File: src/rtl/core/mfps_pkg.sv
// Package for the multi-flow priority send scheduler.
// Holds request/result structs, status codes and state enums; no dependencies.
package mfps_pkg;

  localparam int unsigned PID_W    = 16;
  localparam int unsigned HANDLE_W = 16;
  localparam int unsigned LIMIT_W  = 6;
  localparam int unsigned MARGIN_W = 2;

  typedef enum logic [1:0] {
    ST_OK     = 2'd0,
    ST_BUSY   = 2'd1,
    ST_NOSLOT = 2'd2,
    ST_EMPTY  = 2'd3
  } status_t;

  typedef enum logic [1:0] {
    REG_HIGH_LIMIT   = 2'd0,
    REG_MIDDLE_LIMIT = 2'd1,
    REG_LOW_LIMIT    = 2'd2,
    REG_WAIT_MARGIN  = 2'd3
  } reg_idx_t;

  typedef struct packed {
    logic                action;
    logic [PID_W-1:0]    sender_pid;
    logic [1:0]          priority_req;
    logic                is_inner;
    logic [HANDLE_W-1:0] msg_handle;
  } in_item_t;

  typedef struct packed {
    logic [1:0]          status;
    logic [HANDLE_W-1:0] out_handle;
    logic                near_full;
  } out_item_t;

  typedef enum logic [3:0] {
    BK_IDLE,
    BK_ENQ_SCAN,
    BK_ENQ_LVL,
    BK_ENQ_DO,
    BK_INNER,
    BK_FLOW_POP,
    BK_FLOW_LVL,
    BK_FLOW_TAKE,
    BK_RD_WAIT,
    BK_RESULT
  } bk_state_t;

endpackage

File: src/rtl/core/mfps_front.sv
// Front end: accepts requests and holds them in a short queue for the back end.
// Depends on mfps_pkg.
module mfps_front
  import mfps_pkg::*;
(
  input  logic     clk,
  input  logic     rst_n,
  input  logic     start,
  output logic     busy,
  input  in_item_t in_item,
  output logic     q_valid,
  output in_item_t q_item,
  input  logic     q_pop
);

  in_item_t   buf_r [2];
  logic [1:0] cnt_r;
  logic [1:0] cnt_nxt;
  logic       rd_r;
  logic       wr_r;
  logic       push;

  // One request is worked at a time, so the queue holds at most one entry.
  assign busy    = (cnt_r != 2'd0) || q_pop;
  assign push    = start && !busy;
  assign q_valid = (cnt_r != 2'd0);
  assign q_item  = buf_r[rd_r];

  always_comb begin
    cnt_nxt = cnt_r;
    if (push && !q_pop) cnt_nxt = cnt_r + 2'd1;
    else if (!push && q_pop) cnt_nxt = cnt_r - 2'd1;
  end

  always_ff @(posedge clk) begin
    if (!rst_n) begin
      cnt_r <= 2'd0;
      rd_r  <= 1'b0;
      wr_r  <= 1'b0;
    end else begin
      cnt_r <= cnt_nxt;
      if (push) wr_r <= ~wr_r;
      if (q_pop) rd_r <= ~rd_r;
    end
  end

  always_ff @(posedge clk) begin
    if (push) buf_r[wr_r] <= in_item;
  end

endmodule

File: config.mk
export PLATFORM = sky130hd
export DESIGN_NAME = mfps_front
export DESIGN_NICKNAME = d
export VERILOG_FILES = /design/src/rtl/core/mfps_pkg.sv /design/src/rtl/core/mfps_front.sv
export SDC_FILE = /design/constraint.sdc
export NUM_CORES = 1
export LEC_CHECK = 0
export BUFFER_PORTS_ARGS = -buffer_cell sky130_fd_sc_hd__buf_2
export CAP_MARGIN = 15
export CORE_MARGIN = 8
export CORE_UTILIZATION = 35
export DETAILED_ROUTE_END_ITERATION = 8
export SLEW_MARGIN = 25
export SYNTH_ARGS = -nofsm -noshare
export SYNTH_HDL_FRONTEND = slang
export SYNTH_SLANG_ARGS = --single-unit
File: constraint.sdc
create_clock -name clk -period 1.9 [get_ports clk]
set_clock_uncertainty 0.1 [all_clocks]
set_input_delay 0.285 -clock clk [delete_from_list [all_inputs] [get_ports clk]]
set_output_delay 0.285 -clock clk [all_outputs]
set_load 0.05 [all_outputs]
### Yosys cells after proc, flatten, opt, wreduce, memory -nomap -nowiden

Memories as Yosys holds them, arrays and structs flattened. A register that Yosys moved wholly into a read port is not among the register bits.
Index checks and enable logic that the tools add are counted.

| word-level totals | value |
|---|---|
| memories | 1 |
| bits in latches | 0 |
| word-level logic and storage cells | 23 |
| bits in writable memories | 72 |
| bits in read-only memories | 0 |
| register bits | 4 |
| bits of input ports | 40 |
| output and inout bits | 38 |

Memory list:

| memory | depth | width | read ports | clocked after Yosys merged registers in | wr ports | RTL line | RTL |
|---|---|---|---|---|---|---|---|
| buf_r | 2 | 36 | 1 | 1 | 1 | mfps_front.sv:16 | `in_item_t buf_r [2];` |

| operators by class | value |
|---|---|
| shift-type cells | 0 |
| div/mod/pow operators | 0 |
| multiply operators | 0 |
| add/subtract/negate cells | 2 |
| mux-type cells | 6 |
| magnitude comparators | 0 |
| eq/ne operators | 0 |
| bitwise operators | 2 |
| reduce and logical (&&, ||, !) cells | 9 |

Operators by type and width:

| cell | number |
|---|---|
| $mux W1 | 4 |
| $mux W2 | 2 |
| $reduce_bool A2 Y1 | 2 |
| $logic_and A1 B1 Y1 | 3 |
| $logic_not A1 Y1 | 3 |
| $add A2 B1 Y2 const B | 1 |
| $not A1 Y1 | 2 |
| $sub A2 B1 Y2 const B | 1 |
| $logic_or A1 B1 Y1 | 1 |

### Logic depth before layout (Yosys ltp)

Gate-level depths: netlist (run 1).

| logic depth | value |
|---|---|
| word-level depth | 8 |
| depth in mapped cells | 5 |

### Worst setup path before layout (run 1)

Ideal clock, no wire load.

| timing path | value |
|---|---|
| path kind | flip-flop to flip-flop |
| from | reg cnt_r[1] |
| to | mem buf_r[0][0] in the netlist's numbering, enable pin |
| arrival time | 1.523 ns |
| setup time | 0.395 ns |
| cell stages (with the launch flop) | 3 |
| data required time | 1.405 ns |
| slack | -0.118 ns |
| buffers on the path | 0 |
| path through | dfxtp_1 -> nor4b_4 -> and2b_1 |

| between the ends | value |
|---|---|
| longest elaborated chain between the ends | 6 |

RTL lines:

| what | RTL line | RTL |
|---|---|---|
| from (decl) | mfps_front.sv:17 | `logic [1:0] cnt_r;` |
| from (signal assigned) | mfps_front.sv:41 | `cnt_r <= cnt_nxt;` |
| $reduce_bool A2 Y1 | mfps_front.sv:24 | `assign busy = (cnt_r != 2'd0) \|\| q_pop;` |
| $logic_or A1 B1 Y1 | mfps_front.sv:24 |  |
| $logic_not A1 Y1 | mfps_front.sv:25 | `assign push = start && !busy;` |
| $logic_and A1 B1 Y1 | mfps_front.sv:25 |  |
| $mux W1 | mfps_front.sv:48 | `if (push) buf_r[wr_r] <= in_item;` |
| $mux W1 (not written as such) | mfps_front.sv:48 |  |
| to (decl) | mfps_front.sv:16 |  |

Every way passes these cells.

==> results of run 1 <==
==> cells in the final DEF, fill, tap and decap left out, drive strengths merged, types with 3 or more instances in the layout <==
cell type  synthesis  routed
dfxtp              5       5
buf                4      83
mux2              36      36
clkinv             0       3
edfxtp            72      72
and2               4       4
clkbuf             0      10
==> routing by layer <==
metal | track usage (%) | up-vias | routed length [um]
met5 | 0 | - | 0
met4 | 5.43 | 0 | 97
met3 | 4.36 | 8 | 382
met2 | 14.7 | 50 | 2570
met1 | 10.6 | 728 | 2240
li1 | - | 707 | -
==> worst paths after layout <==
kind / slack [ns] / end
setup / recovery: 0.06 / q_item[18]
hold / removal: 0.02 / buf_r[0][16]
setup reg to reg: 0.25 / cnt_r[1]
hold reg to reg: 0.46 / cnt_r[1]
==> cells in the mapped netlist, drive strengths merged, types with 2 or more instances <==
library cell	count
and2	4
buf	4
dfxtp	5
edfxtp	72
mux2	36
or3	2
xor2	2
==> power groups by stage <==
stage / registers, uW / logic [uW] / clock network, uW
floorplan: 2020 / 547 / 0
global placement: 2020 / 741 / 0
detailed placement: 2030 / 741 / 0
CTS: 1990 / 744 / 1380
global route: 2000 / 794 / 1450
finish: 1990 / 749 / 1350
==> sequential cells by signal, indices dropped and copies added, names as in the netlist, named ones only <==
name / cells
cnt_r: 2
rd_r: 1
wr_r: 1
buf_r: 72
==> stage by stage <==
| stage | worst slack [ns] | instances | cell area (um2) | TNS, ns | total power (uW) |
|---|---|---|---|---|---|
| final | 0.0606 | 336 | 3680 | 0 | 4090 |
| after global routing | -0.0166 | 336 | 3680 | -0.114 | 4250 |
| after CTS | 0.0111 | 335 | 3640 | 0 | 4120 |
| after detailed placement | 0.168 | 319 | 3420 | 0 | 2770 |
| after global placement | 0.188 | 319 | 3420 | 0 | 2760 |
| after floorplan | 0.212 | 135 | 2840 | 0 | 2570 |
==> worst max-delay path: stages, from the launching register on <==
cell and delay [ns]:
dfxtp_4 0.40, buf_12 0.15, mux2_2 0.35, buf_2 0.21
==> cell families (layout without fill, tap and decap cells) <==
kind of cell             Yosys count  in the layout
adder cells (fa/ha/maj)            1              1
flip-flops                        77             77
XOR/XNOR                           3              3
multiplexers                      36             36
buffers and inverters              5            101
AND/OR/NAND/NOR                   10             10
AO/OA/AOI/OAI                      3              3
==> area by class of cell <==
class	instances	area (um2)
Clock buffer	9	124
Inverter	1	3.75
Timing Repair Buffer	84	512
Tap cell	105	131
Sequential cell	77	2270
Fill cell	737	4370
Clock inverter	7	98.8
Multi-Input combinational cell	53	549
==> results.py, run 1 <==
metrics = {
    "logic_synthesis": {
        "syn_area_mm2": 0.00284,
        "synth_seq_cells": 77,
        "synthSimpleGateAreaFrac_pct": 2.95,
        "syn_nets": 176,
        "synth.yosys.seq_area_share_pct": 79.6,
        "synth_top_family_by_area": "multiplexers",
        "yosys-mux-area-fraction_pct": 14.3,
        "synthCells": 135,
        "synth_fa_ha_area_share_pct": 0.440,
        "yosys_warnings": 0,
        "synth_area_leaders": "edfxtp_1 76%, mux2_2 14%, dfxtp_1 3.5%",
        "synth_edf_count": 72,
        "post-synth-top-area-fraction_pct": 76.1,
        "ys_types": 20,
        "synth_compound_area_share_pct": 0.705,
        "syn_area_per_cell_um2": 21.0,
        "synth_flop_cell": "edfxtp_1",
        "async_reset_ff_share_pct": 0,
        "synthXorXnorAreaFrac_pct": 0.925,
        "yosysTopAreaCell": "edfxtp_1",
    },
    "routing": {
        "firstDrtPassIters": 3,
        "routed_wirelength_um": 5280,
        "drcViolationCount": 0,
        "dr_total_vias": 1493,
        "ant_nets": 0,
        "wl_per_cell_um": 15.7,
        "viasPerCell": 4.44,
        "drtIter0Drc": 32,
    },
    "critical_path": {
        "arrival_ns": 1.45,
        "crit_type": "flop to primary output",
        "end_kind": "primary output",
        "critPathMaxFanout": 13,
        "timing.rr.start": "cnt_r[1]",
        "cp.required_ns": 1.51,
        "r2r_cells": 4,
        "start_kind": "flop",
    },
    "finish": {
        "antenna_cells": 0,
        "syn_to_final_growth_pct": 29.7,
        "final_util_pct": 45.8,
        "nNetsFinal": 267,
        "drive_gt1_share_pct": 61.5,
    },
    "place": {
        "io_buffers": 77,
        "dp_hpwl_um": 3620,
        "gp_congestion": 0.653,
    },
    "outcome": {
        "status": "finished, final reports clean",
    },
    "die": {
        "coreArea_mm2": 0.00805,
        "die_area_mm2": 0.0113,
        "fp.dieW_um": 106,
        "start_util_pct": 35.3,
        "io_pins": 78,
        "rows": 33,
        "die_h_um": 106,
    },
    "grt": {
        "grt_max_degree": 27,
        "grt_overflow_total": 0,
        "grt_pass1_vias": 1575,
        "gr-usage-all-layers_pct": 9.50,
        "antenna_found_initial": 0,
        "grt_pass1_wl_um": 8030,
    },
    "clock_tree": {
        "post-cts-setup-buffer-count": 0,
        "cts_resized": 0,
        "cts.clk_slew.worst_paths_ns": 0.09,
        "cts_hold_buffers": 0,
        "clk_path_buf_depth": 2,
        "numCtsBuffers": 9,
        "htreeDepth": 3,
        "clock_sinks": 77,
        "cts_root_buf": "clkbuf_8",
        "cts_tree": "done",
        "clk_latency_ns": 0.34,
    },
    "worst_hold_path": {
        "hold_depth": 1,
        "min_from": "in_item[16]",
        "hold_path.class": "primary input to flop",
    },
    "sta": {
        "setup_viol": 0,
        "whs_ns": 0.0187,
        "hold_violations": 0,
        "slew_viol_final": 0,
        "min_period_ns": 1.84,
        "tightest_slew_ns": 0.263,
        "rsz0062_at_grt": "true",
        "period_share_pct": 96.8,
        "fmax_mhz": 544,
        "maxSlewHeadroom_pct": 82.4,
    },
    "power": {
        "combinationalPowerShare_pct": 18.3,
        "power.leakage_uw": 0.00137,
        "intPower_uw": 2950,
        "max-vdd-ir-drop_uv": 527,
        "p_clk_share_pct": 33.0,
        "swShare_pct": 27.8,
        "p_switching_uw": 1140,
        "power-per-cell-area_mw_per_mm2": 1110,
        "p_seq_share_pct": 48.7,
    },
    "job": {
        "maxCapViolations": 0,
    },
}
Note: power is estimated with default switching activity, not from simulation.
==> run 2, diff against run 1 <==
--- a/config.mk
+++ b/config.mk
@@ -8,7 +8,8 @@
 export BUFFER_PORTS_ARGS = -buffer_cell sky130_fd_sc_hd__buf_2
 export CAP_MARGIN = 15
 export CORE_MARGIN = 8
-export CORE_UTILIZATION = 35
+export CORE_UTILIZATION = 30
+export CTS_BUF_LIST = sky130_fd_sc_hd__clkbuf_2 sky130_fd_sc_hd__clkbuf_4 sky130_fd_sc_hd__clkbuf_8
 export DETAILED_ROUTE_END_ITERATION = 8
 export SLEW_MARGIN = 25
 export SYNTH_ARGS = -nofsm -noshare
==> run 2 against run 1 <==
Effect of this change: die area grew 14%; wire length shrank 1.8%; register-to-register slack lost 0.02 ns; largest cell class unchanged; highest routed layer unchanged.
==> results.py, run 2 (synthesis gave the netlist of run 1 again) <==
metrics = {
    "outcome": {
        "status": "finished, final reports clean",
    },
    "critical_path": {
        "crit_type": "flop to primary output",
        "end_kind": "primary output",
        "arrival_ns": 1.45,
        "timing.rr.start": "cnt_r[1]",
        "cp.buffers_inverters": 2,
        "cp_top_family": "buffers and inverters",
        "path_depth": 3,
        "path_cells": "buf_12 > mux2_2 > buf_2",
        "slowest_delay_ns": 0.38,
        "rrSetupSlack_ns": 0.23,
        "cpMaxStageDelayCell": "dfxtp_2",
        "r2r_cells": 4,
        "start_kind": "flop",
        "cp.required_ns": 1.51,
        "r2r_end": "cnt_r[1]",
        "critPathMaxFanout": 18,
        "crit_path_end": "q_item[26]",
    },
    "power": {
        "power.leakage_uw": 0.00137,
        "p_switching_uw": 1080,
        "intPower_uw": 2930,
        "combinationalPowerShare_pct": 18.7,
        "max-vdd-ir-drop_uv": 488,
        "swShare_pct": 26.9,
        "p_clk_share_pct": 31.6,
        "p_seq_share_pct": 49.7,
        "power-per-cell-area_mw_per_mm2": 1090,
    },
    "die": {
        "start_util_pct": 30.9,
        "coreArea_mm2": 0.00920,
        "fp.dieW_um": 113,
        "io_pins": 78,
        "rows": 35,
        "die_area_mm2": 0.0128,
        "die_h_um": 113,
    },
    "place": {
        "dp_hpwl_um": 3580,
        "gp_congestion": 0.717,
        "place_inst": 325,
        "placed_area_mm2": 0.00346,
        "io_buffers": 77,
        "place_ws_ns": 0.142,
    },
    "finish": {
        "largest_reg_flops": 72,
        "fill_cells": 874,
        "drive_gt1_share_pct": 60.2,
        "nNetsFinal": 268,
        "syn_to_final_growth_pct": 29.8,
        "final_common_cell": "buf_2",
        "reg_top3": "buf_r x72, cnt_r x2",
        "antenna_cells": 0,
        "top_register": "buf_r",
        "final_cell_count_no_fill": 342,
        "final_cell_mix": "75 x buf_2, 72 x edfxtp_1, 36 x mux2_2",
        "fin_area_mm2": 0.00369,
    },
    "sta": {
        "hold_violations": 0,
        "whs_ns": 0.0357,
        "slew_viol_final": 0,
        "min_period_ns": 1.84,
        "maxSlewHeadroom_pct": 81.6,
        "setup_viol": 0,
        "period_share_pct": 96.8,
        "tightest_slew_ns": 0.275,
        "rsz0062_at_grt": "true",
        "fin_ws_ns": 0.0603,
        "fmax_mhz": 544,
        "final.setup.tns_ns": 0,
    },
    "grt": {
        "grt_pass1_vias": 1667,
        "grt_pass1_wl_um": 8110,
        "gr-usage-all-layers_pct": 8.42,
        "grt_overflow_total": 0,
        "grt_max_degree": 20,
        "antenna_found_initial": 0,
    },
    "clock_tree": {
        "cts.clk_slew.worst_paths_ns": 0.08,
        "cts_root_buf": "clkbuf_8",
        "post-cts-setup-buffer-count": 0,
        "clk_path_buf_depth": 2,
        "htreeDepth": 3,
        "clock_sinks": 77,
        "clk_latency_ns": 0.33,
        "cts_tree": "done",
        "numCtsBuffers": 9,
    },
    "job": {
        "maxCapViolations": 0,
    },
    "routing": {
        "firstDrtPassIters": 4,
        "viasPerCell": 4.33,
        "drcViolationCount": 0,
        "dr_total_vias": 1480,
        "wl_per_cell_um": 15.2,
        "routed_wirelength_um": 5190,
        "ant_nets": 0,
        "drtIter0Drc": 64,
    },
    "worst_hold_path": {
        "hold_path.class": "primary input to flop",
    },
}
-- run 2: through the flow --
| stage | util, % | total power, uW |
|---|---|---|
| 6_report | 40.1 | 4000 |
| 5_1_grt | 40.1 | 4180 |
| 4_1_cts | 39.8 | 4080 |
| 3_5_place_dp | 37.6 | 2790 |
| 3_3_place_gp | 37.6 | 2780 |
| 2_1_floorplan | - | 2570 |
-- run 2: what timing repair did --
item                                    CTS  global route
endpoints found under the hold margin     0             2
hold buffers                              0             2
gates resized for setup                   0             3
endpoints found under the setup margin    0             8
-- run 2: how the worst min path moves through the flow --
| stage | start | endpoint | slack (ns) | cells past startpoint |
|---|---|---|---|---|
| 2_1_floorplan | in_item[0] | buf_r[0][0] | 0.28 | 0 |
| 3_3_place_gp | in_item[20] | buf_r[0][20] | 0.37 | 1 |
| 3_5_place_dp | in_item[32] | buf_r[1][32] | 0.38 | 1 |
| 4_1_cts | in_item[21] | buf_r[0][21] | 0.009 | 1 |
| 5_1_grt | in_item[22] | buf_r[1][22] | 0.003 | 1 |
| 6_report | in_item[27] | buf_r[1][27] | 0.04 | 1 |
-- run 2: layer usage --
| metal | vias to the layer above | routed length (um) | global-route usage, % | share of wire (%) |
|---|---|---|---|---|
| met5 | - | 0 | 0 | 0 |
| li1 | 703 | - | - | - |
| met2 | 51 | 2650 | 14.6 | 51 |
| met4 | 0 | 113 | 4.80 | 2.2 |
| met1 | 715 | 2130 | 8.30 | 41 |
| met3 | 11 | 295 | 3.57 | 5.7 |
-- run 2: final cells by class --
cell class	count	area, um2	area share [%]
clock buffer	9	124	3.36
clock inverter	6	78.8	2.14
inverter	1	3.75	0.102
multi-input combinational	53	549	14.9
sequential	77	2260	61.4
tap	111	139	3.77
timing repair buffer	85	531	14.4
-- run 2: power groups by stage --
stage	Combinational, uW	Clock (uW)	Sequential, uW
6_report	748	1270	1990
3_3_place_gp	752	0	2020
4_1_cts	760	1330	1990
2_1_floorplan	547	0	2020
5_1_grt	791	1390	2000
3_5_place_dp	758	0	2030
==> run 3, diff against run 2 <==
--- a/config.mk
+++ b/config.mk
@@ -5,6 +5,7 @@
 export SDC_FILE = /design/constraint.sdc
 export NUM_CORES = 1
 export LEC_CHECK = 0
+export ABC_AREA = 1
 export BUFFER_PORTS_ARGS = -buffer_cell sky130_fd_sc_hd__buf_2
 export CAP_MARGIN = 15
 export CORE_MARGIN = 8
==> run 3 against run 2 <==
Effect of this change: synthesized cell count grew 12%; register-to-register slack gained 0.07 ns; largest power group unchanged; sequential cell count is the same; die area grew 4.7%; hold slack lost 0.0064 ns.
==> results.py, run 3 <==
metrics = {
    "critical_path": {
        "start_kind": "flop",
        "cpMaxStageDelayCell": "dfxtp_4",
        "cp.required_ns": 1.51,
        "path_cells": "buf_12 > mux2_2 > buf_2",
        "timing.rr.start": "cnt_r[1]",
        "r2r_cells": 9,
        "critPathMaxFanout": 18,
        "cp_top_family": "buffers and inverters",
        "end_kind": "primary output",
        "arrival_ns": 1.45,
        "slowest_delay_ns": 0.37,
        "path_depth": 3,
        "r2r_end": "cnt_r[1]",
        "cp.buffers_inverters": 2,
        "crit_type": "flop to primary output",
        "rrSetupSlack_ns": 0.30,
    },
    "place": {
        "placed_area_mm2": 0.00358,
        "io_buffers": 77,
        "gp_congestion": 0.623,
        "place_inst": 363,
        "dp_hpwl_um": 3970,
    },
    "routing": {
        "drtIter0Drc": 63,
        "dr_total_vias": 1605,
        "drcViolationCount": 0,
        "ant_nets": 0,
        "wl_per_cell_um": 14.4,
        "firstDrtPassIters": 5,
        "viasPerCell": 4.13,
        "routed_wirelength_um": 5600,
    },
    "die": {
        "io_pins": 78,
        "die_area_mm2": 0.0134,
        "coreArea_mm2": 0.00973,
        "die_h_um": 116,
        "fp.dieW_um": 116,
        "start_util_pct": 30.8,
        "rows": 36,
    },
    "power": {
        "power.leakage_uw": 0.00156,
        "p_seq_share_pct": 50.4,
        "p_switching_uw": 978,
        "intPower_uw": 2890,
        "max-vdd-ir-drop_uv": 390,
        "swShare_pct": 25.3,
        "combinationalPowerShare_pct": 16.0,
        "power-per-cell-area_mw_per_mm2": 990,
        "p_clk_share_pct": 33.6,
        "total_power_uw": 3870,
    },
    "finish": {
        "nNetsFinal": 292,
        "largest_reg_flops": 72,
        "fin_area_mm2": 0.00391,
        "final_common_cell": "buf_2",
        "drive_gt1_share_pct": 53.1,
        "final_cell_count_no_fill": 389,
        "final_cell_mix": "74 x buf_2, 72 x edfxtp_1, 30 x mux2_4",
        "reg_top3": "buf_r x72, cnt_r x2",
        "top_register": "buf_r",
        "syn_to_final_growth_pct": 30.3,
        "antenna_cells": 0,
        "fill_cells": 941,
    },
    "grt": {
        "grt_overflow_total": 0,
        "grt_pass1_wl_um": 8250,
        "antenna_found_initial": 0,
        "grt_pass1_vias": 1647,
        "gr-usage-all-layers_pct": 8.52,
        "grt_max_degree": 19,
    },
    "clock_tree": {
        "cts.clk_slew.worst_paths_ns": 0.07,
        "cts_tree": "done",
        "clock_sinks": 77,
        "htreeDepth": 3,
        "numCtsBuffers": 9,
        "clk_latency_ns": 0.34,
        "clk_path_buf_depth": 2,
        "cts_root_buf": "clkbuf_8",
    },
    "sta": {
        "setup_viol": 0,
        "hold_violations": 0,
        "whs_ns": 0.0293,
        "final.setup.tns_ns": 0,
        "period_share_pct": 96.4,
        "tightest_slew_ns": 0.263,
        "slew_viol_final": 0,
        "fmax_mhz": 546,
        "min_period_ns": 1.83,
        "maxSlewHeadroom_pct": 82.5,
        "rsz0062_at_grt": "true",
    },
    "worst_hold_path": {
        "hold_depth": 1,
        "hold_end": "buf_r[1][10]",
        "hold_path.class": "primary input to flop",
        "min_from": "in_item[10]",
    },
    "logic_synthesis": {
        "async_reset_ff_share_pct": 0,
        "synth_seq_cells": 77,
        "syn_area_mm2": 0.00300,
        "yosysMostFrequentCell": "edfxtp_1",
        "syn_area_per_cell_um2": 19.9,
        "syn_nets": 192,
        "yosys_warnings": 0,
        "synth_edf_count": 72,
        "yosysTopAreaCell": "edfxtp_1",
        "synth.yosys.seq_area_share_pct": 75.5,
        "post-synth-top-area-fraction_pct": 72.1,
        "ys_types": 14,
        "synthCells": 151,
        "synth_common_cells": "72 x edfxtp_1, 30 x mux2_4, 11 x inv_1",
        "synth_area_leaders": "edfxtp_1 72%, mux2_4 15%, dfxtp_1 3.3%",
        "synth_flop_cell": "edfxtp_1",
    },
    "job": {
        "maxCapViolations": 0,
    },
    "outcome": {
        "status": "finished, final reports clean",
    },
}
[run 3: cell types whose count changed after synthesis, sizes merged, moves of 2 or more]
cell / delta
inv: +10
nand2: +9
nor2: +7
and2: -4
nand3: +2
nand4: +2
or3: -2
xor2: -2
[run 3: power by group through the flow]
stage | logic [uW] | registers, uW | clock network, uW
5_1_grt | 658 | 1950 | 1430
3_3_place_gp | 602 | 1980 | 0
2_1_floorplan | 460 | 1980 | 0
4_1_cts | 628 | 1950 | 1360
6_report | 620 | 1950 | 1300
3_5_place_dp | 610 | 1990 | 0
[run 3: metrics by stage]
step | utilization, % | worst slack [ns]
3_3_place_gp | 36.8 | 0.385
4_1_cts | 39.9 | 0.00118
6_report | 40.1 | 0.0684
3_5_place_dp | 36.8 | 0.325
5_1_grt | 40.1 | -0.00320
2_1_floorplan | - | 0.0691
[run 3: cells by family (layout without fill, tap and decap cells)]
| group | after synthesis | count (layout) | share of synthesized area, % |
|---|---|---|---|
| AOI/OAI and AO/OA | 2 | 2 | 0.334 |
| adders and majority gates | 1 | 1 | 0.417 |
| buffers and inverters | 15 | 120 | 3.76 |
| DFF | 77 | 77 | 75.5 |
| muxes | 36 | 36 | 17.3 |
| and+or+nand+nor | 20 | 20 | 2.75 |
[run 3: repair_timing]
action / in CTS / in global routing
gates resized for setup: 3 / 2
hold endpoints to repair: 15 / 4
buffers inserted: 0 / 0
endpoints found under the setup margin: 3 / 4
hold buffers: 8 / 2
[run 3: worst max-delay path by stage]
stage | from | end | slack (ns)
final | flop | q_item[28] | 0.07
after global routing | flop | q_item[35] | -0.003
after CTS | flop | q_item[32] | 0.001
after detailed placement | cnt_r[1] | cnt_r[1] | 0.33
after global placement | flop | q_item[32] | 0.38
after floorplan | cnt_r[1] | buf_r[1][0] | 0.07
[run 3: layout make-up]
cell class	instances	area (um2)	area share, %
Clock buffer	10	131	3.36
Inverter	11	41.3	1.06
Timing Repair Buffer	93	592	15.2
Tap cell	133	166	4.26
Clock inverter	6	77.6	1.99
Sequential cell	77	2270	58.0
Multi-Input combinational cell	59	631	16.1
[run 3: layer usage]
layer  up-vias  track usage [%]  routed length (um)
met5         -                0                   0
met4         0             5.19                 141
li1        761                -                   -
met1       779             8.25                2130
met2        51             14.5                2870
met3        14             4.12                 462
[run 3: worst register-to-register path: cells and delay by family (launching register included)]
kind	cells	cell delay (ns)
and+or+nand+nor	5	0.64
DFF	1	0.33
adders and majority gates	1	0.25
buffers and inverters	3	0.22
